**config.mk**
```make
export PLATFORM = sky130hd
export DESIGN_NAME = status_led_pattern_engine
export DESIGN_NICKNAME = d
export VERILOG_FILES = /design/src/sv/slpe_pkg.sv /design/src/sv/slpe_pattern.sv /design/src/sv/slpe_ctrl.sv /design/src/sv/status_led_pattern_engine.sv
export SDC_FILE = /design/constraint.sdc
export NUM_CORES = 1
export LEC_CHECK = 0
export BUFFER_PORTS_ARGS = -buffer_cell sky130_fd_sc_hd__buf_2
export CAP_MARGIN = 20
export CORE_ASPECT_RATIO = 0.8
export CORE_MARGIN = 4
export CORE_UTILIZATION = 40
export DETAILED_ROUTE_END_ITERATION = 12
export REMOVE_ABC_BUFFERS = 1
export SETUP_SLACK_MARGIN = 0.05
export SYNTH_ARGS = -nofsm -noshare
export SYNTH_HDL_FRONTEND = slang
export SYNTH_SLANG_ARGS = --single-unit
```
**constraint.sdc**
```tcl
create_clock -name aclk -period 6.6 [get_ports aclk]
set_input_delay 0.66 -clock aclk [delete_from_list [all_inputs] [get_ports aclk]]
set_output_delay 0.66 -clock aclk [all_outputs]
set_load 0.005 [all_outputs]
```
**src/sv/slpe_pkg.sv**
```systemverilog
`timescale 1ns / 1ps
// ----------------------------------------------------------------------------
// slpe_pkg
// Shared types, codes and constants of the status pixel pattern engine.
// ----------------------------------------------------------------------------
package slpe_pkg;

    // Pixel row geometry.
    localparam int PIXEL_COUNT = 4;
    localparam int COLOR_W     = 3;
    localparam int PIX_W       = PIXEL_COUNT * COLOR_W;
    localparam int PIX_IDX_W   = $clog2(PIXEL_COUNT);
    localparam int BAR_W       = $clog2(PIXEL_COUNT + 1);

    // Field and state widths.
    localparam int BRIGHT_W = 8;
    localparam int STEP_W   = 16;
    localparam int PERIOD_W = 16;
    localparam int ACT_W    = 3;
    localparam int CMD_W    = 2;
    localparam int CAUSE_W  = 2;

    // Stream bus widths.
    localparam int S_TDATA_W = 8;
    localparam int M_TDATA_W = 24;

    // Configuration port.
    localparam int CFG_ADDR_W = 1;
    localparam int CFG_DATA_W = 16;
    localparam logic [CFG_ADDR_W-1:0] REG_FRAME_PERIOD = 1'b0;
    localparam logic [CFG_ADDR_W-1:0] REG_START_BRIGHT = 1'b1;

    // Reset values and limits.
    localparam logic [PERIOD_W-1:0] RESET_FRAME_PERIOD = 16'd90;
    localparam logic [BRIGHT_W-1:0] RESET_BRIGHTNESS   = 8'd8;
    localparam logic [PERIOD_W-1:0] ELAPSED_MAX        = 16'hFFFF;

    // Phase counters for the patterns that divide the step count.
    localparam int PH3_W     = 2;
    localparam int PH10_W    = 4;
    localparam logic [PH3_W-1:0]  PH3_LAST  = 2'd2;
    localparam logic [PH10_W-1:0] PH10_LAST = 4'd9;
    localparam logic [PH10_W-1:0] BLINK_ON  = 4'd5;

    // Commands carried on the input tuser.
    typedef enum logic [CMD_W-1:0] {
        CMD_SET_ACTIVITY = 2'd0,
        CMD_TICK         = 2'd1,
        CMD_CYCLE_BRIGHT = 2'd2,
        CMD_SELF_TEST    = 2'd3
    } cmd_t;

    // Activity codes; code seven is stored but has no pattern.
    localparam logic [ACT_W-1:0] ACT_IDLE        = 3'd0;
    localparam logic [ACT_W-1:0] ACT_WIFI_SCAN   = 3'd1;
    localparam logic [ACT_W-1:0] ACT_BLE_SCAN    = 3'd2;
    localparam logic [ACT_W-1:0] ACT_PROMISCUOUS = 3'd3;
    localparam logic [ACT_W-1:0] ACT_OTA         = 3'd4;
    localparam logic [ACT_W-1:0] ACT_PORTAL      = 3'd5;
    localparam logic [ACT_W-1:0] ACT_ERROR       = 3'd6;

    // Frame causes.
    localparam logic [CAUSE_W-1:0] CAUSE_ANIM   = 2'd0;
    localparam logic [CAUSE_W-1:0] CAUSE_BRIGHT = 2'd1;
    localparam logic [CAUSE_W-1:0] CAUSE_TEST   = 2'd2;

    // Pixel colors: bit 2 red, bit 1 green, bit 0 blue.
    localparam logic [COLOR_W-1:0] COL_OFF     = 3'd0;
    localparam logic [COLOR_W-1:0] COL_BLUE    = 3'd1;
    localparam logic [COLOR_W-1:0] COL_GREEN   = 3'd2;
    localparam logic [COLOR_W-1:0] COL_RED     = 3'd4;
    localparam logic [COLOR_W-1:0] COL_MAGENTA = 3'd5;
    localparam logic [COLOR_W-1:0] COL_YELLOW  = 3'd6;
    localparam logic [COLOR_W-1:0] COL_WHITE   = 3'd7;

    // State handed to the pattern decoder.
    typedef struct packed {
        logic [ACT_W-1:0]     activity;
        logic [PIX_IDX_W-1:0] step_low;
        logic [BAR_W-1:0]     bar_lit;
        logic                 blink_on;
    } pat_state_t;

    // One result beat.
    typedef struct packed {
        logic [PIX_W-1:0]    pixel_colors;
        logic [BRIGHT_W-1:0] brightness;
        logic [CAUSE_W-1:0]  cause;
    } result_t;

    // Brightness ladder 0, 2, 3, 5, 8, 12; an off-ladder level steps to 2.
    function automatic logic [BRIGHT_W-1:0] next_level(input logic [BRIGHT_W-1:0] level);
        logic [BRIGHT_W-1:0] nxt;
        case (level)
            8'd2:    nxt = 8'd3;
            8'd3:    nxt = 8'd5;
            8'd5:    nxt = 8'd8;
            8'd8:    nxt = 8'd12;
            8'd12:   nxt = 8'd0;
            default: nxt = 8'd2;
        endcase
        return nxt;
    endfunction

    // Self-test frame: red, green, blue, yellow repeating along the row.
    function automatic logic [PIX_W-1:0] self_test_colors();
        logic [PIX_W-1:0] acc;
        acc = '0;
        for (int i = 0; i < PIXEL_COUNT; i++) begin
            case (i % 4)
                0:       acc[i*COLOR_W +: COLOR_W] = COL_RED;
                1:       acc[i*COLOR_W +: COLOR_W] = COL_GREEN;
                2:       acc[i*COLOR_W +: COLOR_W] = COL_BLUE;
                default: acc[i*COLOR_W +: COLOR_W] = COL_YELLOW;
            endcase
        end
        return acc;
    endfunction

    localparam logic [PIX_W-1:0] SELF_TEST_PIX = self_test_colors();

endpackage

```
**src/sv/slpe_pattern.sv**
```systemverilog
`timescale 1ns / 1ps
// ----------------------------------------------------------------------------
// slpe_pattern
// Decodes activity and step phase into the colors of the pixel row.
// ----------------------------------------------------------------------------
module slpe_pattern (
    input  slpe_pkg::pat_state_t            st,
    output logic [slpe_pkg::PIX_W-1:0]      pixel_colors
);
    import slpe_pkg::*;

    // One color per pixel, chosen by the activity.
    always_comb begin
        pixel_colors = '0;
        for (int i = 0; i < PIXEL_COUNT; i++) begin
            unique case (st.activity)
                ACT_WIFI_SCAN: begin
                    if (PIX_IDX_W'(i) == st.step_low) begin
                        pixel_colors[i*COLOR_W +: COLOR_W] = COL_GREEN;
                    end
                end
                ACT_BLE_SCAN: begin
                    if (st.blink_on) begin
                        pixel_colors[i*COLOR_W +: COLOR_W] = COL_BLUE;
                    end
                end
                ACT_PROMISCUOUS: begin
                    // Lit where pixel index and step have the same parity.
                    if ((i % 2) == int'(st.step_low[0])) begin
                        pixel_colors[i*COLOR_W +: COLOR_W] = COL_YELLOW;
                    end
                end
                ACT_OTA: begin
                    if (i < int'(st.bar_lit)) begin
                        pixel_colors[i*COLOR_W +: COLOR_W] = COL_WHITE;
                    end
                end
                ACT_PORTAL: begin
                    pixel_colors[i*COLOR_W +: COLOR_W] = COL_MAGENTA;
                end
                ACT_ERROR: begin
                    if (st.step_low[0]) begin
                        pixel_colors[i*COLOR_W +: COLOR_W] = COL_RED;
                    end
                end
                default: begin
                    pixel_colors[i*COLOR_W +: COLOR_W] = COL_OFF;
                end
            endcase
        end
    end

endmodule

```
**src/sv/slpe_ctrl.sv**
```systemverilog
`timescale 1ns / 1ps
// ----------------------------------------------------------------------------
// slpe_ctrl
// Holds activity, step, timing and brightness state, executes one command
// per beat and forms the result beat.
// ----------------------------------------------------------------------------
module slpe_ctrl (
    input  logic                             aclk,
    input  logic                             aresetn,
    input  logic                             fire,
    input  slpe_pkg::cmd_t                   cmd,
    input  logic [slpe_pkg::ACT_W-1:0]       act,
    input  logic                             cfg_we,
    input  logic [slpe_pkg::CFG_ADDR_W-1:0]  cfg_addr,
    input  logic [slpe_pkg::CFG_DATA_W-1:0]  cfg_wdata,
    output logic                             has_result,
    output slpe_pkg::result_t                result
);
    import slpe_pkg::*;

    logic [ACT_W-1:0]    activity_reg, activity_next;
    logic [STEP_W-1:0]   step_reg, step_next;
    logic [PERIOD_W-1:0] elapsed_reg, elapsed_next;
    logic [BRIGHT_W-1:0] live_reg, live_next;
    logic [PERIOD_W-1:0] period_reg;
    logic [BRIGHT_W-1:0] start_reg;
    logic [PH3_W-1:0]    ph3_reg, ph3_next;
    logic [BAR_W-1:0]    bar_reg, bar_next;
    logic [PH10_W-1:0]   ph10_reg, ph10_next;

    logic [PERIOD_W-1:0] elapsed_inc;
    logic [STEP_W-1:0]   step_adv;
    logic                paint;
    logic                blank_bright;
    pat_state_t          pat_st;
    logic [PIX_W-1:0]    pat_pix;

    // Command execution: next state and which kind of beat goes out.
    always_comb begin
        activity_next = activity_reg;
        step_next     = step_reg;
        elapsed_next  = elapsed_reg;
        live_next     = live_reg;
        ph3_next      = ph3_reg;
        bar_next      = bar_reg;
        ph10_next     = ph10_reg;
        paint         = 1'b0;
        blank_bright  = 1'b0;
        elapsed_inc   = (elapsed_reg == ELAPSED_MAX) ? elapsed_reg
                                                     : PERIOD_W'(elapsed_reg + 1'b1);
        step_adv      = STEP_W'(step_reg + 1'b1);

        unique case (cmd)
            CMD_SET_ACTIVITY: begin
                if (act != activity_reg) begin
                    activity_next = act;
                    step_next     = '0;
                    ph3_next      = '0;
                    bar_next      = '0;
                    ph10_next     = '0;
                    paint         = (live_reg != '0);
                end
            end
            CMD_TICK: begin
                elapsed_next = elapsed_inc;
                if ((live_reg != '0) && (activity_reg != ACT_IDLE) &&
                    (elapsed_inc >= period_reg)) begin
                    step_next = step_adv;
                    paint     = 1'b1;
                    // The phase counters restart with the step count when it wraps.
                    if (step_adv == '0) begin
                        ph3_next  = '0;
                        bar_next  = '0;
                        ph10_next = '0;
                    end else begin
                        ph3_next  = (ph3_reg == PH3_LAST) ? '0 : PH3_W'(ph3_reg + 1'b1);
                        if (ph3_reg == PH3_LAST) begin
                            bar_next = (bar_reg == BAR_W'(PIXEL_COUNT)) ? '0
                                                                        : BAR_W'(bar_reg + 1'b1);
                        end
                        ph10_next = (ph10_reg == PH10_LAST) ? '0 : PH10_W'(ph10_reg + 1'b1);
                    end
                end
            end
            CMD_CYCLE_BRIGHT: begin
                live_next = next_level(live_reg);
                if (live_next != '0) begin
                    paint = 1'b1;
                end else begin
                    blank_bright = 1'b1;
                end
            end
            CMD_SELF_TEST: begin
                // Timing state is left alone.
            end
        endcase

        // A painted frame restarts the frame timer.
        if (paint) begin
            elapsed_next = '0;
        end
    end

    // The pattern is drawn from the state after this command.
    assign pat_st.activity = activity_next;
    assign pat_st.step_low = step_next[PIX_IDX_W-1:0];
    assign pat_st.bar_lit  = bar_next;
    assign pat_st.blink_on = (ph10_next < BLINK_ON);

    slpe_pattern u_pattern (
        .st           (pat_st),
        .pixel_colors (pat_pix)
    );

    // Result beat assembly.
    always_comb begin
        has_result          = 1'b0;
        result.pixel_colors = pat_pix;
        result.brightness   = live_next;
        result.cause        = CAUSE_ANIM;
        if (cmd == CMD_SELF_TEST) begin
            has_result          = 1'b1;
            result.pixel_colors = SELF_TEST_PIX;
            result.brightness   = (live_reg != '0) ? live_reg : start_reg;
            result.cause        = CAUSE_TEST;
        end else if (blank_bright) begin
            has_result          = 1'b1;
            result.pixel_colors = '0;
            result.brightness   = '0;
            result.cause        = CAUSE_BRIGHT;
        end else if (paint) begin
            has_result   = 1'b1;
            result.cause = (cmd == CMD_CYCLE_BRIGHT) ? CAUSE_BRIGHT : CAUSE_ANIM;
        end
    end

    // State registers; a configuration write takes priority.
    always_ff @(posedge aclk) begin
        if (!aresetn) begin
            activity_reg <= ACT_IDLE;
            step_reg     <= '0;
            elapsed_reg  <= '0;
            live_reg     <= RESET_BRIGHTNESS;
            period_reg   <= RESET_FRAME_PERIOD;
            start_reg    <= RESET_BRIGHTNESS;
            ph3_reg      <= '0;
            bar_reg      <= '0;
            ph10_reg     <= '0;
        end else begin
            if (fire) begin
                activity_reg <= activity_next;
                step_reg     <= step_next;
                elapsed_reg  <= elapsed_next;
                live_reg     <= live_next;
                ph3_reg      <= ph3_next;
                bar_reg      <= bar_next;
                ph10_reg     <= ph10_next;
            end
            if (cfg_we) begin
                unique case (cfg_addr)
                    REG_FRAME_PERIOD: begin
                        period_reg <= cfg_wdata;
                    end
                    REG_START_BRIGHT: begin
                        start_reg <= cfg_wdata[BRIGHT_W-1:0];
                        live_reg  <= cfg_wdata[BRIGHT_W-1:0];
                    end
                endcase
            end
        end
    end

endmodule

```
**src/sv/status_led_pattern_engine.sv**
```systemverilog
`timescale 1ns / 1ps
// ----------------------------------------------------------------------------
// status_led_pattern_engine
// Command-driven pattern engine for a row of four pure-color status pixels.
//
//   Port group | Dir | Carries
//   -----------+-----+-------------------------------------------------------
//   s_t*       | in  | tuser: command; tdata: activity
//   m_t*       | out | tdata: pixel_colors, brightness; tuser: cause
//   cfg_*      | in  | register writes: frame_period_ms, start_brightness
//
// One beat per cycle sustained while m_tready stays high. A command is held
// in the input register, is executed by the control logic and lands in the
// output register, from which its result is offered on the output channel.
// Commands that produce no frame leave nothing on the output channel.
// A stall on m_tready holds the output register and then the input register.
// Reset (aresetn low, synchronous) clears the valid flags and restores engine state and register defaults.
// ----------------------------------------------------------------------------
module status_led_pattern_engine (
    input  logic                                 aclk,
    input  logic                                 aresetn,
    // Input channel.
    input  logic                                 s_tvalid,
    output logic                                 s_tready,
    input  logic [slpe_pkg::S_TDATA_W-1:0]       s_tdata,  // [2:0] activity
    input  logic [slpe_pkg::CMD_W-1:0]           s_tuser,  // [1:0] command
    // Result channel.
    output logic                                 m_tvalid,
    input  logic                                 m_tready,
    output logic [slpe_pkg::M_TDATA_W-1:0]       m_tdata,  // [11:0] pixel_colors,
                                                           // [19:12] brightness
    output logic [slpe_pkg::CAUSE_W-1:0]         m_tuser,  // [1:0] cause
    // Configuration writes.
    input  logic                                 cfg_we,
    input  logic [slpe_pkg::CFG_ADDR_W-1:0]      cfg_addr,
    input  logic [slpe_pkg::CFG_DATA_W-1:0]      cfg_wdata
);
    import slpe_pkg::*;

    logic             in_valid_reg;
    cmd_t             in_cmd_reg;
    logic [ACT_W-1:0] in_act_reg;
    logic             out_valid_reg;
    result_t          out_data_reg;

    logic             out_free;
    logic             fire;
    logic             has_result;
    result_t          result;

    // Handshake: the input stage moves whenever the output register can take.
    assign out_free = !out_valid_reg || m_tready;
    assign fire     = in_valid_reg && out_free;
    assign s_tready = !in_valid_reg || out_free;

    // Input register.
    always_ff @(posedge aclk) begin
        if (!aresetn) begin
            in_valid_reg <= 1'b0;
        end else if (s_tready) begin
            in_valid_reg <= s_tvalid;
        end
    end

    always_ff @(posedge aclk) begin
        if (s_tready && s_tvalid) begin
            in_cmd_reg <= cmd_t'(s_tuser);
            in_act_reg <= s_tdata[ACT_W-1:0];
        end
    end

    slpe_ctrl u_ctrl (
        .aclk       (aclk),
        .aresetn    (aresetn),
        .fire       (fire),
        .cmd        (in_cmd_reg),
        .act        (in_act_reg),
        .cfg_we     (cfg_we),
        .cfg_addr   (cfg_addr),
        .cfg_wdata  (cfg_wdata),
        .has_result (has_result),
        .result     (result)
    );

    // Output register.
    always_ff @(posedge aclk) begin
        if (!aresetn) begin
            out_valid_reg <= 1'b0;
        end else if (out_free) begin
            out_valid_reg <= fire && has_result;
        end
    end

    always_ff @(posedge aclk) begin
        if (fire && has_result) begin
            out_data_reg <= result;
        end
    end

    assign m_tvalid = out_valid_reg;
    assign m_tdata  = {(M_TDATA_W - PIX_W - BRIGHT_W)'(0),
                       out_data_reg.brightness, out_data_reg.pixel_colors};
    assign m_tuser  = out_data_reg.cause;

`ifndef SYNTHESIS
    // Animation frames only go out while the live brightness is nonzero.
    assert property (@(posedge aclk) disable iff (!aresetn)
        (m_tvalid && (m_tuser == CAUSE_ANIM)) |-> (m_tdata[PIX_W +: BRIGHT_W] != '0))
        else $error("animation frame with zero brightness");

    // A self-test frame always carries the fixed test colors.
    assert property (@(posedge aclk) disable iff (!aresetn)
        (m_tvalid && (m_tuser == CAUSE_TEST)) |-> (m_tdata[PIX_W-1:0] == SELF_TEST_PIX))
        else $error("self-test frame with wrong colors");

    // A brightness frame at level zero is blank.
    assert property (@(posedge aclk) disable iff (!aresetn)
        (m_tvalid && (m_tuser == CAUSE_BRIGHT) && (m_tdata[PIX_W +: BRIGHT_W] == '0))
        |-> (m_tdata[PIX_W-1:0] == '0))
        else $error("zero-brightness frame is not blank");

    // An executed self-test command always produces a beat in the next cycle.
    assert property (@(posedge aclk) disable iff (!aresetn)
        (fire && (in_cmd_reg == CMD_SELF_TEST)) |=> (m_tvalid && (m_tuser == CAUSE_TEST)))
        else $error("self-test command lost");
`endif

endmodule

```
# Word level (Yosys, flattened, before mapping)
# Cells that the tools add are included.
word_totals:
  regBits: 105
op_classes:
  order_cmp: 6
  add_sub_neg: 5
  n_reduce_logical: 22
  muxes: 61
  bitwise: 1
  eq_ne: 24
ops:
  columns: ["operator", "n"]
  rows:
  - ["16-bit two-way mux", 5]
  - ["3-bit case mux with 6 select lines", 4]
  - ["8-bit two-way mux", 6]
  - ["3-bit two-way mux", 14]
  - ["16-bit by 1-bit adder with 16-bit output, second input constant", 2]
  - ["16-bit case mux with 2 select lines", 1]
  - ["2-bit two-way mux", 10]
  - ["20-bit two-way mux", 1]
  - ["4-bit case mux with 5 select lines", 1]
  - ["16-bit == test, second input constant", 1]
  - ["8-bit by 2-bit == test with 1-bit output, second input constant", 2]
  - ["8-bit by 4-bit == test with 1-bit output, second input constant", 2]
  - ["16-bit greater-or-equal comparator", 1]
  - ["16-bit zero test", 1]
  - ["4-bit two-way mux", 4]
  - ["8-bit nonzero test", 2]
  - ["3-bit == test, second input constant", 4]
  - ["1-bit two-way mux", 10]
  - ["10-bit two-way mux", 1]
  - ["8-bit by 3-bit == test with 1-bit output, second input constant", 1]
  - ["4-bit case mux with 2 select lines", 1]
  - ["2-bit == test, second input constant", 3]
  - ["3-bit by 2-bit == test with 1-bit output, second input constant", 2]
  - ["1-bit by 3-bit < comparator with 1-bit output, first input constant", 2]
  - ["25 further kinds", 38]

# Longest topological paths before layout
# Gate-level depths: netlist of the first run.
logic_depth:
  ltp_word: 11
  mapped_depth: 18

# Cells and area by module
# Synthesis of the first run repeated with hierarchy kept, for this count alone.
hier_totals:
  hier_cells: 702
  area_unflattened_um2: 5953.2
modules_own_cells:
  columns: ["mod", "seq_area_each_um2", "cells_per_inst", "n_inst", "area_each_um2"]
  rows:
  - ["slpe_ctrl", 1521.5, 619, 1, 4767.1]
  - ["status_led_pattern_engine", 850.8, 45, 1, 957.2]
  - ["slpe_pattern", 0.0, 38, 1, 229.0]

# Least setup slack after synthesis of the first run
# OpenSTA, ideal clock, no wires.
synth_path:
  path_type: "register -> register"
  from: "register u_ctrl.elapsed_reg[4]"
  to: "register out_data_reg (netlist bit m_tdata[0]) (enable)"
  slack_ps: 1855
  path_stages_with_launch: 17
  t_arrival_ps: 4368
  required_ps: 6223
  path_cell_list: "dfxtp_1 > and4_1 > nand4_1 > nor3_1 > nand3_2 > and4_1 > and2_1 > xor2_1 > ha_1 > nand2_1 > or3_1 > or4_4 > and3_4 > o21ai_4 > buf_2 > o21ai_1 > inv_1"
synth_via:
  elab_chain_len: 10
  elab_cells_between_ends: 11
synth_rtl:
  columns: ["item", "line", "text"]
  rows:
  - ["start, declared", "slpe_ctrl.sv:23", "logic [PERIOD_W-1:0] elapsed_reg, elapsed_next;"]
  - ["start signal, assigned", "slpe_ctrl.sv:153", "elapsed_reg <= elapsed_next;"]
  - ["16-bit by 1-bit adder with 16-bit output / 16-bit == test (equally long branches)", "slpe_ctrl.sv:50, slpe_ctrl.sv:49", null]
  - ["16-bit two-way mux *", "slpe_ctrl.sv:49", "elapsed_inc = (elapsed_reg == ELAPSED_MAX) ? elapsed_reg"]
  - ["16-bit greater-or-equal comparator *", "slpe_ctrl.sv:67", "(elapsed_inc >= period_reg)) begin"]
  - ["1-bit logical AND *", "slpe_ctrl.sv:66", "if ((live_reg != '0) && (activity_reg != ACT_IDLE) &&"]
  - ["1-bit two-way mux *", "slpe_ctrl.sv:66", null]
  - ["1-bit case mux with 3 select lines *", "slpe_ctrl.sv:53", "unique case (cmd)"]
  - ["1-bit two-way mux *", "slpe_ctrl.sv:131", "end else if (paint) begin"]
  - ["1-bit two-way mux *", "slpe_ctrl.sv:126", "end else if (blank_bright) begin"]
  - ["1-bit two-way mux *", "slpe_ctrl.sv:121", "if (cmd == CMD_SELF_TEST) begin"]
  - ["1-bit logical AND *", "status_led_pattern_engine.sv:95", "if (fire && has_result) begin"]
  - ["end signal, assigned", "status_led_pattern_engine.sv:96", "out_data_reg <= result;"]
  - ["end, declared", "status_led_pattern_engine.sv:44", "result_t out_data_reg;"]
# Mark *: on every way between the ends. The rest lies on a longest branch, timed or not.
# A chain may end at the register's enable or synchronous reset.

# Worst setup path after layout of the first run
layout_path:
  from: "register u_ctrl.elapsed_reg[4]"
  to: "register out_data_reg (netlist bit m_tdata[10]) (enable)"
# Same word-level chain as after synthesis.

==> key figures, run 1 <==
Clock network
  – CTS Root Cell: clkbuf_16
  – Sink Count: 105
  – CTS tree: built
  – Num CTS Buffers: 9
  – Clk slew on worst S/H paths: 0.07 ns
  – Hold-fix buffer count after cts: 0
  – Postcts setup bufs: 0
  – Clk Latency, worst-skew pair: 0.35 ns
  – Bufs on Longest Clock Path: 2
  – H-tree levels: 3
  – Post-CTS sizing: 0

Timing
  – Endpoints failing hold: 0
  – Slew Limit Fails: 0
  – Slew HR: 42.3%
  – Setup TNS: 0 ns
  – Endpoints failing setup: 0
  – Setup Skew: 0.00980 ns
  – WHS: 0.465 ns
  – Slew @ Worst Pin: 0.841 ns
  – Fin crit share: 84.7%
  – Max Clk Rate: 0.179 GHz
  – RSZ-0062 raised after global routing: no
  – Tmin final: 5.59 ns

Pwr
  – Power share of the clock group: 38.6%
  – Seq pwr share: 50.6%
  – Switch share: 25.7%
  – Peak supply drop: 0.000122 V
  – Pwr per Cell Area: 201 nW/µm²
  – Switching power: 0.355 mW
  – Int Power: 1.02 mW
  – Pleak: 2.57 nW
  – Comb power frac: 10.8%

Worst setup path
  – Slowest library cell on the worst path: inv_1
  – CP dominant cell by count: and4_1
  – Kind of critical path: flip-flop to flip-flop
  – Delay-heaviest family, CP: simple AND/OR/NAND/NOR gates
  – Crit path buf inv count: 1
  – Critical Path RT: 6.58 ns
  – Crit-path max FO: 22
  – R2r setup slk: 1.01 ns
  – Worst path max stage delay: 0.69 ns
  – Crit path DAT: 5.57 ns
  – Crit start category: flip-flop
  – CP Cell Sequence: and4_1 -> nand4_1 -> nor3_1 -> nand3_2 -> and4_1 -> and2_1 -> xor2_1 -> ha_1 -> nand2_1 -> or3_1 -> or4_4 -> and3_4 -> o21ai_4 -> o21ai_1 -> inv_1
  – CP endpoint kind: flip-flop

Routing
  – Drt pass-1 iters: 5
  – Routed Antenna Nets: 0
  – 1st-iter DRT viols: 397
  – Vias/cell: 5.46
  – Total Wirelength: 14.5 mm
  – Vias post-DR: 5,337
  – Drc violations: 0
  – Wire length per cell: 14.8 µm

Synth
  – #FFs+latches synth: 105
  – Post-synthesis sequential area ratio: 38.2%
  – Ys Warns: 0
  – Count leader, synth: nand2_1
  – Synth top area share: 25.2%
  – Asr flop ratio synth: 0%
  – Main synth FF type: dfxtp_1
  – Synth area leaders: dfxtp_1 (25%), edfxtp_1 (13%), nand2_1 (6.6%), ha_1 (4.4%), a21oi_1 (3.1%)
  – Library cells used by synthesis: 79
  – Synth top cells by count: nand2_1 (109), dfxtp_1 (78), nor2_1 (47), a21oi_1 (39), edfxtp_1 (27)
  – Area leader, netlist: dfxtp_1
  – Mapped Cells: 736
  – Number of synthesized flops with an enable pin: 27
  – Netlist Area Pre-Place: 6210 µm²
  – Syn_area_per_cell: 8.43 µm²

Worst hold path
  – Hold Crit Class: flip-flop to flip-flop

Place
  – Port buffer count: 50
  – DP Wirelength: 10.2 mm
  – Routability cong.: 0.858

Die
  – Die Y: 119 µm
  – Chip width: 147 µm
  – Std-Cell Rows: 40
  – Die area: 17,600 µm²
  – CORE AREA: 15,100 µm²
  – # IOs: 60
  – Starting Density: 41.1%

Final layout
  – Area Growth Syn to Fin: 10.3%
  – NumNets Final: 816
  – Number of flip-flops under the largest register name: 20
  – Final-layout fill cell count: 1,511
  – Reg area: 2370 µm²
  – Share of layout cells above drive strength 1: 11.9%
  – Multi-input logic area: 3550 µm²
  – Ant diodes: 0

Global route
  – Initial antenna violation count: 0
  – GRT Total Usage: 16.5%
  – Vias in the first global route: 5,043
  – Gr ovfl total: 0
  – Largest net degree at the start of global routing: 79
  – Global-route wire length before repair: 24.2 mm

Run
  – Max cap viols: 0

Run status
  – Status: complete, no violations
path summary, 6_finish.rpt:
| check | start | to | cells past startpoint |
|---|---|---|---|
| setup / recovery | u_ctrl.elapsed_reg[4]$_SDFFE_PN0P_ | m_tdata[10]$_SDFFCE_PP1P_ | 15 |
| hold / removal | u_ctrl.period_reg[5]$_SDFFE_PN0P_ | u_ctrl.period_reg[5]$_SDFFE_PN0P_ | 2 |
| setup reg to reg | u_ctrl.elapsed_reg[4]$_SDFFE_PN0P_ | m_tdata[10]$_SDFFCE_PP1P_ | 15 |
| hold reg to reg | u_ctrl.period_reg[5]$_SDFFE_PN0P_ | u_ctrl.period_reg[5]$_SDFFE_PN0P_ | 2 |
tightest hold or removal path: stages, from the launching register on:
cell and delay, ns:
dfxtp_1 0.31, nand2_1 0.05, a21boi_0 0.06
logic make-up (layout without fill, tap and decap cells):
| logic type | Yosys count | after routing | synth area share, % |
|---|---|---|---|
| AOI/OAI and AO/OA | 197 | 197 | 22.1 |
| muxes | 8 | 8 | 1.33 |
| buffers and inverters | 67 | 95 | 4.74 |
| and+or+nand+nor | 316 | 316 | 26.3 |
| adders and majority gates | 22 | 22 | 4.44 |
| xor gates and xnor gates | 20 | 20 | 2.82 |
| other | 1 | 4 | 0.0604 |
| DFF | 105 | 105 | 38.2 |
final cells by class:
cell class | instances | area share [%]
Clock buffer | 12 | 3.91
Clock inverter | 4 | 0.366
Inverter | 27 | 1.48
Multi-Input combinational cell | 567 | 51.9
Sequential cell | 105 | 34.7
Tap cell | 210 | 3.84
Timing Repair Buffer | 52 | 3.87
layout by cell type, fill, tap and decap left out, drive strengths merged, types with 4 or more instances in the layout:
master and instances:
ha 22, a21oi 39, a21boi 41, inv 26, xnor2 14, nand2b 9, o22ai 4, or4 4
a21o 7, or3 11, nor2b 25, a31oi 14, o21ai 38, clkinv 4, clkbuf 12, and2 13
a22oi 8, nor4 8, nand2 110, and3 11, nand3 26, and4 4, mux2i 6, o211ai 10
conb 4, nor2 50, xor2 6, buf 52, nand3b 6, o211a 7, dfxtp 78, nand4 12
edfxtp 27, o21a 7, nor3 17
metrics by stage:
| stage | utilization (%) | std cells | total power, mW | area (µm²) | worst slack [ns] |
|---|---|---|---|---|---|
| final | 45.3 | 977 | 1.38 | 6850 | 1.01 |
| after global routing | 45.3 | 977 | 1.44 | 6850 | 0.577 |
| after CTS | 45.3 | 977 | 1.39 | 6850 | 1.02 |
| after detailed placement | 43.4 | 961 | 0.860 | 6550 | 1.04 |
| after global placement | 43.4 | 961 | 0.856 | 6550 | 1.18 |
| after floorplan | - | 699 | 0.807 | 6020 | 1.90 |
layer usage:
metal  vias up  track usage, %  part of all wire (%)
met5         -               0                     0
met3        12            3.73                   4.1
met2       130            26.4                    45
met4         0            4.31                  0.98
li1       2695               -                     -
met1      2500            22.7                    50
power by group through the flow:
stage / sequential (mW) / combinational [mW] / clock (mW)
floorplan: 0.709 / 0.0980 / 0
global route: 0.701 / 0.168 / 0.570
detailed placement: 0.712 / 0.148 / 0
global placement: 0.711 / 0.145 / 0
finish: 0.698 / 0.149 / 0.533
CTS: 0.697 / 0.150 / 0.547
(Power assumes the default switching activity.)
==> run 2: changes to the inputs <==
--- a/config.mk
+++ b/config.mk
@@ -5,6 +5,7 @@
 export SDC_FILE = /design/constraint.sdc
 export NUM_CORES = 1
 export LEC_CHECK = 0
+export ABC_AREA = 1
 export BUFFER_PORTS_ARGS = -buffer_cell sky130_fd_sc_hd__buf_2
 export CAP_MARGIN = 20
 export CORE_ASPECT_RATIO = 0.8
==> constraint.sdc (replaced) <==
create_clock -name aclk -period 5.2 [get_ports aclk]
set_input_delay 0.52 -clock aclk [delete_from_list [all_inputs] [get_ports aclk]]
set_output_delay 0.52 -clock aclk [all_outputs]
set_load 0.005 [all_outputs]
==> run 2 against run 1 <==
  * Count of clock-buffer cells in the layout is 3 lower
  * Critical endpoint is now m_tdata[18]$_DFFE_PP_
  * Sequential power is 28% higher
  * First-iteration DRC count is 19% lower
  * Via count is 4.7% lower
  * Critical path depth is 8 higher
  * Core utilization is 0.31 points higher
  * Area after synthesis is 5.3% lower
  * Total power is 31% higher
==> key figures, run 2 <==
Synth
  – Mapped Cells: 789 (was 736)
  – Asr flop ratio synth: 0% (unchanged)
  – Synth area leaders: dfxtp_1 (27%), edfxtp_1 (14%), nand2_1 (11%), a21oi_1 (6.2%), inv_1 (5.6%) (was dfxtp_1 (25%), edfxtp_1 (13%), nand2_1 (6.6%), ha_1 (4.4%), a21oi_1 (3.1%))
  – Netlist Area Pre-Place: 5880 µm² (was 6210 µm²)
  – Synth top cells by count: nand2_1 (180), inv_1 (87), dfxtp_1 (78), a21oi_1 (73), nor2_1 (68) (was nand2_1 (109), dfxtp_1 (78), nor2_1 (47), a21oi_1 (39), edfxtp_1 (27))
  – #FFs+latches synth: 105 (unchanged)
  – Post-synthesis sequential area ratio: 40.4% (was 38.2%)
  – Syn_area_per_cell: 7.45 µm² (was 8.43 µm²)
  – Library cells used by synthesis: 43 (was 79)
  – Number of synthesized flops with an enable pin: 27 (unchanged)
  – Synth top area share: 26.6% (was 25.2%)
  – Ys Warns: 0 (unchanged)
  – Count leader, synth: nand2_1 (unchanged)
  – Area leader, netlist: dfxtp_1 (unchanged)
  – Main synth FF type: dfxtp_1 (unchanged)

Pwr
  – Switching power: 0.515 mW (was 0.355 mW)
  – Seq pwr share: 49.4% (was 50.6%)
  – Peak supply drop: 0.000165 V (was 0.000122 V)
  – Comb power frac: 11.9% (was 10.8%)
  – Switch share: 28.5% (was 25.7%)
  – Int Power: 1.29 mW (was 1.02 mW)
  – Pleak: 2.74 nW (was 2.57 nW)
  – Power share of the clock group: 38.7% (was 38.6%)
  – Pwr per Cell Area: 276 nW/µm² (was 201 nW/µm²)

Timing
  – Setup slack after layout: 0.903 ns (was 1.01 ns)
  – Endpoints failing setup: 0 (unchanged)
  – Slew HR: 40.6% (was 42.3%)
  – WHS: 0.331 ns (was 0.465 ns)
  – Max Clk Rate: 0.233 GHz (was 0.179 GHz)
  – Slew @ Worst Pin: 0.887 ns (was 0.841 ns)
  – Slew Limit Fails: 0 (unchanged)
  – Setup Skew: 0.0110 ns (was 0.00980 ns)
  – Endpoints failing hold: 0 (unchanged)
  – Tmin final: 4.30 ns (was 5.59 ns)
  – Fin crit share: 82.6% (was 84.7%)
  – RSZ-0062 raised after global routing: no (unchanged)
  – Setup TNS: 0 ns (unchanged)

Final layout
  – Area Growth Syn to Fin: 11.4% (was 10.3%)
  – Ant diodes: 0 (unchanged)
  – Most frequent cells in the layout: nand2_1 (180), inv_1 (87), dfxtp_1 (78) (was nand2_1 (109), dfxtp_1 (78), buf_2 (50))
  – Non-Filler Instances: 1,018 (was 977)
  – NumNets Final: 883 (was 816)
  – Share of layout cells above drive strength 1: 12.6% (was 11.9%)
  – Number of flip-flops under the largest register name: 20 (unchanged)
  – Commonest non-fill, non-tap cell in the layout: nand2_1 (unchanged)

Routing
  – Highest metal used: met4 (unchanged)
  – Vias/cell: 5.00 (was 5.46)
  – Vias post-DR: 5,087 (was 5,337)
  – Met2 wire len: 5.72 mm (was 6.52 mm)
  – Metal3 WL: 522 µm (was 601 µm)
  – Drt pass-1 iters: 5 (unchanged)
  – Routed Antenna Nets: 0 (unchanged)
  – Total Wirelength: 13.0 mm (was 14.5 mm)
  – Wl on met1: 6.75 mm (was 7.22 mm)
  – Wire length per cell: 12.8 µm (was 14.8 µm)
  – Drc violations: 0 (unchanged)
  – 1st-iter DRT viols: 323 (was 397)

Worst hold path
  – Hold endpoint: in_act_reg[0]$_DFFE_PP_ (was u_ctrl.period_reg[5]$_SDFFE_PN0P_)
  – Cells on Worst Hold Path: 1 (was 2)
  – Hold Crit Class: primary input to flip-flop (was flip-flop to flip-flop)
  – Hold Startpoint: s_tdata[0] (was u_ctrl.period_reg[5]$_SDFFE_PN0P_)

Global route
  – Gr ovfl total: 0 (unchanged)
  – Global-route wire length before repair: 21.5 mm (was 24.2 mm)
  – GRT Total Usage: 15.9% (was 16.5%)
  – Initial antenna violation count: 0 (unchanged)
  – Largest net degree at the start of global routing: 43 (was 79)
  – Vias in the first global route: 4,498 (was 5,043)

Die
  – Std-Cell Rows: 39 (was 40)
  – Starting Density: 41.0% (was 41.1%)
  – CORE AREA: 14,300 µm² (was 15,100 µm²)
  – Die area: 16,700 µm² (was 17,600 µm²)
  – # IOs: 60 (unchanged)
  – Chip width: 144 µm (was 147 µm)
  – Die Y: 116 µm (was 119 µm)

Worst setup path
  – CP endpoint kind: flip-flop (unchanged)
  – Kind of critical path: flip-flop to flip-flop (unchanged)
  – Reg-to-Reg End: m_tdata[18]$_DFFE_PP_ (was m_tdata[10]$_SDFFCE_PP1P_)
  – Crit-path max FO: 22 (unchanged)
  – R2r setup slk: 0.90 ns (was 1.01 ns)
  – Crit path DAT: 4.27 ns (was 5.57 ns)
  – Critical Path RT: 5.17 ns (was 6.58 ns)
  – Reg2Reg Launch Point: u_ctrl.elapsed_reg[0]$_SDFFE_PN0P_ (was u_ctrl.elapsed_reg[4]$_SDFFE_PN0P_)
  – Crit start category: flip-flop (unchanged)
  – R2R depth: 23 (was 15)

Place
  – Port buffer count: 50 (unchanged)
  – Placed Cells: 1,002 (was 961)
  – Routability cong.: 0.823 (was 0.858)
  – Pre-CTS setup slack: 0.878 ns (was 1.04 ns)
  – DP Wirelength: 9.49 mm (was 10.2 mm)

Clock network
  – Clk Latency, worst-skew pair: 0.36 ns (was 0.35 ns)
  – Post-CTS sizing: 0 (unchanged)
  – Postcts setup bufs: 0 (unchanged)
  – Sink Count: 105 (unchanged)
  – H-tree levels: 3 (unchanged)
  – Num CTS Buffers: 9 (unchanged)
  – Hold-fix buffer count after cts: 0 (unchanged)
  – Bufs on Longest Clock Path: 2 (unchanged)
  – CTS Root Cell: clkbuf_16 (unchanged)
  – Clk slew on worst S/H paths: 0.08 ns (was 0.07 ns)
  – CTS tree: built (unchanged)

Run status
  – Status: complete, no violations (unchanged)

Run
  – Max cap viols: 0 (unchanged)
run 2: worst max path at each step:
stage	from	endpoint	slack [ns]	depth (start not counted)
CTS	u_ctrl.elapsed_reg[0]$_SDFFE_PN0P_	m_tdata[16]$_DFFE_PP_	0.86	23
floorplan	u_ctrl.elapsed_reg[0]$_SDFFE_PN0P_	u_ctrl.elapsed_reg[14]$_SDFFE_PN0P_	1.85	27
global route	u_ctrl.elapsed_reg[0]$_SDFFE_PN0P_	m_tdata[18]$_DFFE_PP_	0.47	23
global placement	u_ctrl.elapsed_reg[0]$_SDFFE_PN0P_	m_tdata[17]$_DFFE_PP_	0.91	23
detailed placement	u_ctrl.elapsed_reg[0]$_SDFFE_PN0P_	m_tdata[19]$_DFFE_PP_	0.88	23
finish	u_ctrl.elapsed_reg[0]$_SDFFE_PN0P_	m_tdata[18]$_DFFE_PP_	0.90	23
run 2: critical path: stages (launching register included):
cell     delay (ns)
dfxtp_1        0.37
ha_1           0.18
nand2_1        0.08
nor2_2         0.16
nand2_1        0.08
nor3_1         0.20
nand2_1        0.14
nor3_2         0.21
nand2_1        0.16
nand3_1        0.10
o21a_1         0.16
ha_1           0.25
nand2_1        0.08
nor2_1         0.05
nor2_1         0.09
nand2_1        0.06
nand2_1        0.06
nand2_1        0.04
nand2_1        0.05
nand2_1        0.10
nand2_4        0.21
nand3_2        0.15
o21ai_0        0.41
inv_1          0.49
run 2: cell type report:
| cell class | instances | area [µm²] |
|---|---|---|
| tap | 184 | 230 |
| sequential | 105 | 2370 |
| inverter | 97 | 364 |
| clock inverter | 7 | 81.3 |
| fill | 1495 | 7800 |
| clock buffer | 9 | 225 |
| timing repair buffer | 51 | 258 |
| multi-input combinational | 565 | 3010 |
run 2: per-layer routing:
metal,vias up,GRT usage [%]
li1,2714,-
met1,2286,22.3
met2,81,25.0
met3,6,3.81
met4,0,3.20
met5,-,0
run 2: per-stage QoR:
| step | total power [mW] | utilization, % | cell area [µm²] |
|---|---|---|---|
| 2_1_floorplan | 1.06 | - | 5750 |
| 3_3_place_gp | 1.13 | 43.5 | 6240 |
| 3_5_place_dp | 1.13 | 43.5 | 6240 |
| 4_1_cts | 1.83 | 45.6 | 6540 |
| 5_1_grt | 1.90 | 45.6 | 6540 |
| 6_report | 1.81 | 45.6 | 6540 |
run 2: power groups by stage:
| stage | clock, mW | sequential, mW | combinational, mW |
|---|---|---|---|
| global placement | 0 | 0.910 | 0.215 |
| detailed placement | 0 | 0.911 | 0.216 |
| finish | 0.698 | 0.891 | 0.216 |
| CTS | 0.721 | 0.892 | 0.217 |
| floorplan | 0 | 0.908 | 0.150 |
| global route | 0.757 | 0.896 | 0.248 |
run 2: cell families after synthesis:
kind of cell,count (synthesis),synth area share [%]
other,1,0.0638
and+or+nand+nor,366,28.5
buffers and inverters,122,8.56
AOI/OAI and AO/OA,159,15.7
DFF,105,40.4
adders and majority gates,22,4.68
xor gates and xnor gates,14,2.09
==> run 3: changes to the inputs <==
--- a/config.mk
+++ b/config.mk
@@ -5,7 +5,7 @@
 export SDC_FILE = /design/constraint.sdc
 export NUM_CORES = 1
 export LEC_CHECK = 0
-export ABC_AREA = 1
+export ABC_AREA = 0
 export BUFFER_PORTS_ARGS = -buffer_cell sky130_fd_sc_hd__buf_2
 export CAP_MARGIN = 20
 export CORE_ASPECT_RATIO = 0.8
==> constraint.sdc (replaced) <==
create_clock -name aclk -period 3.9 [get_ports aclk]
set_input_delay 0.39 -clock aclk [delete_from_list [all_inputs] [get_ports aclk]]
set_output_delay 0.39 -clock aclk [all_outputs]
set_load 0.005 [all_outputs]
==> run 3 against run 2 <==
  * The run now ends with negative setup slack left
  * Highest routed layer unchanged
  * Sequential share of layout area is 7.1 points lower
  * Clock skew decreased by 0.0058 ns
  * Fmax up 4.5%
  * Worst hold slack got worse by 0.12 ns
  * Clock power rose by 34%
  * Critical path depth decreased by 5
  * Sequential power increased by 32%
  * Total power grew 36%
==> key figures, run 3 (same netlist as run 1, synthesis figures left out) <==
Run status
  – Status: finished, violations left (was complete, no violations)
  – Failing checks: negative setup slack

Routing
  – Routed Antenna Nets: 0 (unchanged)
  – Drc violations: 0 (unchanged)
  – Vias/cell: 5.44 (was 5.00)
  – Vias post-DR: 5,821 (was 5,087)
  – Total Wirelength: 16.7 mm (was 13.0 mm)
  – 1st-iter DRT viols: 381 (was 323)
  – Drt pass-1 iters: 5 (unchanged)
  – Wire length per cell: 15.6 µm (was 12.8 µm)

Timing
  – WHS: 0.213 ns (was 0.331 ns)
  – Fin crit share: 105% (was 82.6%)
  – Endpoints failing hold: 0 (unchanged)
  – Setup TNS: -8.20 ns (was 0 ns)
  – Setup Skew: 0.00511 ns (was 0.0110 ns)
  – Setup slack after layout: -0.211 ns (was 0.903 ns)
  – Tmin final: 4.11 ns (was 4.30 ns)
  – Max Clk Rate: 0.243 GHz (was 0.233 GHz)
  – Slew HR: 16.5% (was 40.6%)
  – Slew Limit Fails: 0 (unchanged)
  – RSZ-0062 raised after global routing: yes (was no)
  – Slew @ Worst Pin: 1.25 ns (was 0.887 ns)
  – Endpoints failing setup: 70 (was 0)

Pwr
  – Pwr per Cell Area: 301 nW/µm² (was 276 nW/µm²)
  – Int Power: 1.82 mW (was 1.29 mW)
  – Seq pwr share: 48.1% (was 49.4%)
  – Switch share: 26.0% (was 28.5%)
  – Switching power: 0.637 mW (was 0.515 mW)
  – Power share of the clock group: 38.3% (was 38.7%)
  – Overall power: 2.45 mW (was 1.81 mW)
  – Comb power frac: 13.6% (was 11.9%)
  – Pleak: 3.15 nW (was 2.74 nW)
  – Peak supply drop: 0.000206 V (was 0.000165 V)

Die
  – Die area: 17,600 µm² (was 16,700 µm²)
  – Starting Density: 41.1% (was 41.0%)
  – Chip width: 147 µm (was 144 µm)
  – Die Y: 119 µm (was 116 µm)
  – Std-Cell Rows: 40 (was 39)
  – CORE AREA: 15,100 µm² (was 14,300 µm²)
  – # IOs: 60 (unchanged)

Final layout
  – NumNets Final: 909 (was 883)
  – Final Instance Area: 8160 µm² (was 6540 µm²)
  – Area Growth Syn to Fin: 31.5% (was 11.4%)
  – Most frequent cells in the layout: nand2_1 (105), dfxtp_1 (75), buf_4 (63) (was nand2_1 (180), inv_1 (87), dfxtp_1 (78))
  – Number of flip-flops under the largest register name: 20 (unchanged)
  – Ant diodes: 0 (unchanged)
  – Share of layout cells above drive strength 1: 29.9% (was 12.6%)
  – Commonest non-fill, non-tap cell in the layout: nand2_1 (unchanged)

Clock network
  – H-tree levels: 3 (unchanged)
  – Bufs on Longest Clock Path: 2 (unchanged)
  – Num CTS Buffers: 9 (unchanged)
  – Clk slew on worst S/H paths: 0.07 ns (was 0.08 ns)
  – Hold-fix buffer count after cts: 0 (unchanged)
  – Sink Count: 105 (unchanged)
  – CTS Root Cell: clkbuf_16 (unchanged)
  – Clk Latency, worst-skew pair: 0.35 ns (was 0.36 ns)
  – CTS tree: built (unchanged)

Worst hold path
  – Hold Crit Class: primary input to flip-flop (unchanged)

Worst setup path
  – Critical Path RT: 3.98 ns (was 5.17 ns)
  – Kind of critical path: flip-flop to flip-flop (unchanged)
  – Crit path DAT: 4.19 ns (was 4.27 ns)
  – CP endpoint kind: flip-flop (unchanged)
  – Crit-path max FO: 5 (was 22)
  – Crit start category: flip-flop (unchanged)

Place
  – DP Wirelength: 11.4 mm (was 9.49 mm)
  – Port buffer count: 50 (unchanged)
  – Routability cong.: 0.900 (was 0.823)
  – Pre-CTS setup slack: -0.419 ns (was 0.878 ns)
  – Placed cell areas: 7070 µm² (was 6240 µm²)

Global route
  – GRT Total Usage: 18.3% (was 15.9%)
  – Global-route wire length before repair: 26.8 mm (was 21.5 mm)
  – Largest net degree at the start of global routing: 50 (was 43)
  – Vias in the first global route: 5,570 (was 4,498)
  – Gr ovfl total: 0 (unchanged)
  – Initial antenna violation count: 0 (unchanged)

Run
  – Max cap viols: 0 (unchanged)
## run 3: cell types whose count changed in the layout (fill, tap and decap cells not counted), moves of 11 or more
cell,delta
a21boi_0,+26
a21boi_1,+11
a21oi_1,-41
buf_4,+62
buf_6,+24
inv_1,-62
nand2_1,-75
nand3_1,-37
nor2_1,-28
nor2b_1,+25
o21ai_0,-23
o21ai_1,+14
## run 3: area by class of cell
class,instances,area [µm²]
inverters,27,106
well taps,210,263
repair buffers,143,1120
clock inverters,6,65.1
fillers,1384,6960
flip-flops and latches,105,2380
clock buffers,10,239
multi-input cells,569,3990
## run 3: per-layer routing
metal  track usage, %  wire length [µm]
met1             24.8              7910
met2             30.6              7930
met5                0                 0
met4             3.73               153
met3             3.16               701
## run 3: worst paths after layout
| check | start | slack [ns] | depth (start not counted) | endpoint |
|---|---|---|---|---|
| setup / recovery | u_ctrl.elapsed_reg[4]$_SDFFE_PN0P_ | -0.21 | 18 | m_tdata[0]$_SDFFCE_PP0P_ |
| hold reg to reg | u_ctrl.start_reg[0]$_SDFFE_PN0P_ | 0.46 | 2 | u_ctrl.start_reg[0]$_SDFFE_PN0P_ |
| hold / removal | s_tdata[0] | 0.21 | 1 | in_act_reg[0]$_DFFE_PP_ |
| setup reg to reg | u_ctrl.elapsed_reg[4]$_SDFFE_PN0P_ | -0.21 | 18 | m_tdata[0]$_SDFFCE_PP0P_ |
## run 3: repair_timing
action                                  CTS  global route
endpoints found under the setup margin   76            74
gates resized for setup                  56            66
pin swaps                                57            36
setup buffers                            15            10
gates cloned                              2             4
## run 3: per-stage QoR
step / utilization (%) / instances
after CTS: 51.3 / 1058
after global placement: 46.7 / 1026
after floorplan: - / 699
after global routing: 54.0 / 1070
final: 54.0 / 1070
after detailed placement: 46.7 / 1026
## run 3: power by group through the flow
stage,combinational [mW],sequential [mW],clock (mW)
CTS,0.301,1.18,0.959
global placement,0.272,1.20,0
finish,0.334,1.18,0.938
detailed placement,0.277,1.21,0
floorplan,0.166,1.20,0
global route,0.366,1.19,1.00
## run 3: critical path, cell delays in order, from the launching register on
cell and delay, ns:
dfxtp_2 0.33, and4_1 0.22, nand4_1 0.13, buf_4 0.18
nor2_4 0.11, nand3_2 0.11, nor2_4 0.17, xnor2_1 0.13
nand2_1 0.12, ha_4 0.28, nand4_1 0.12, or3_4 0.37
or4_4 0.52, nand3_4 0.13, nand3_4 0.13, a211oi_2 0.24
o211ai_1 0.16, a31oi_2 0.31, a21oi_1 0.12
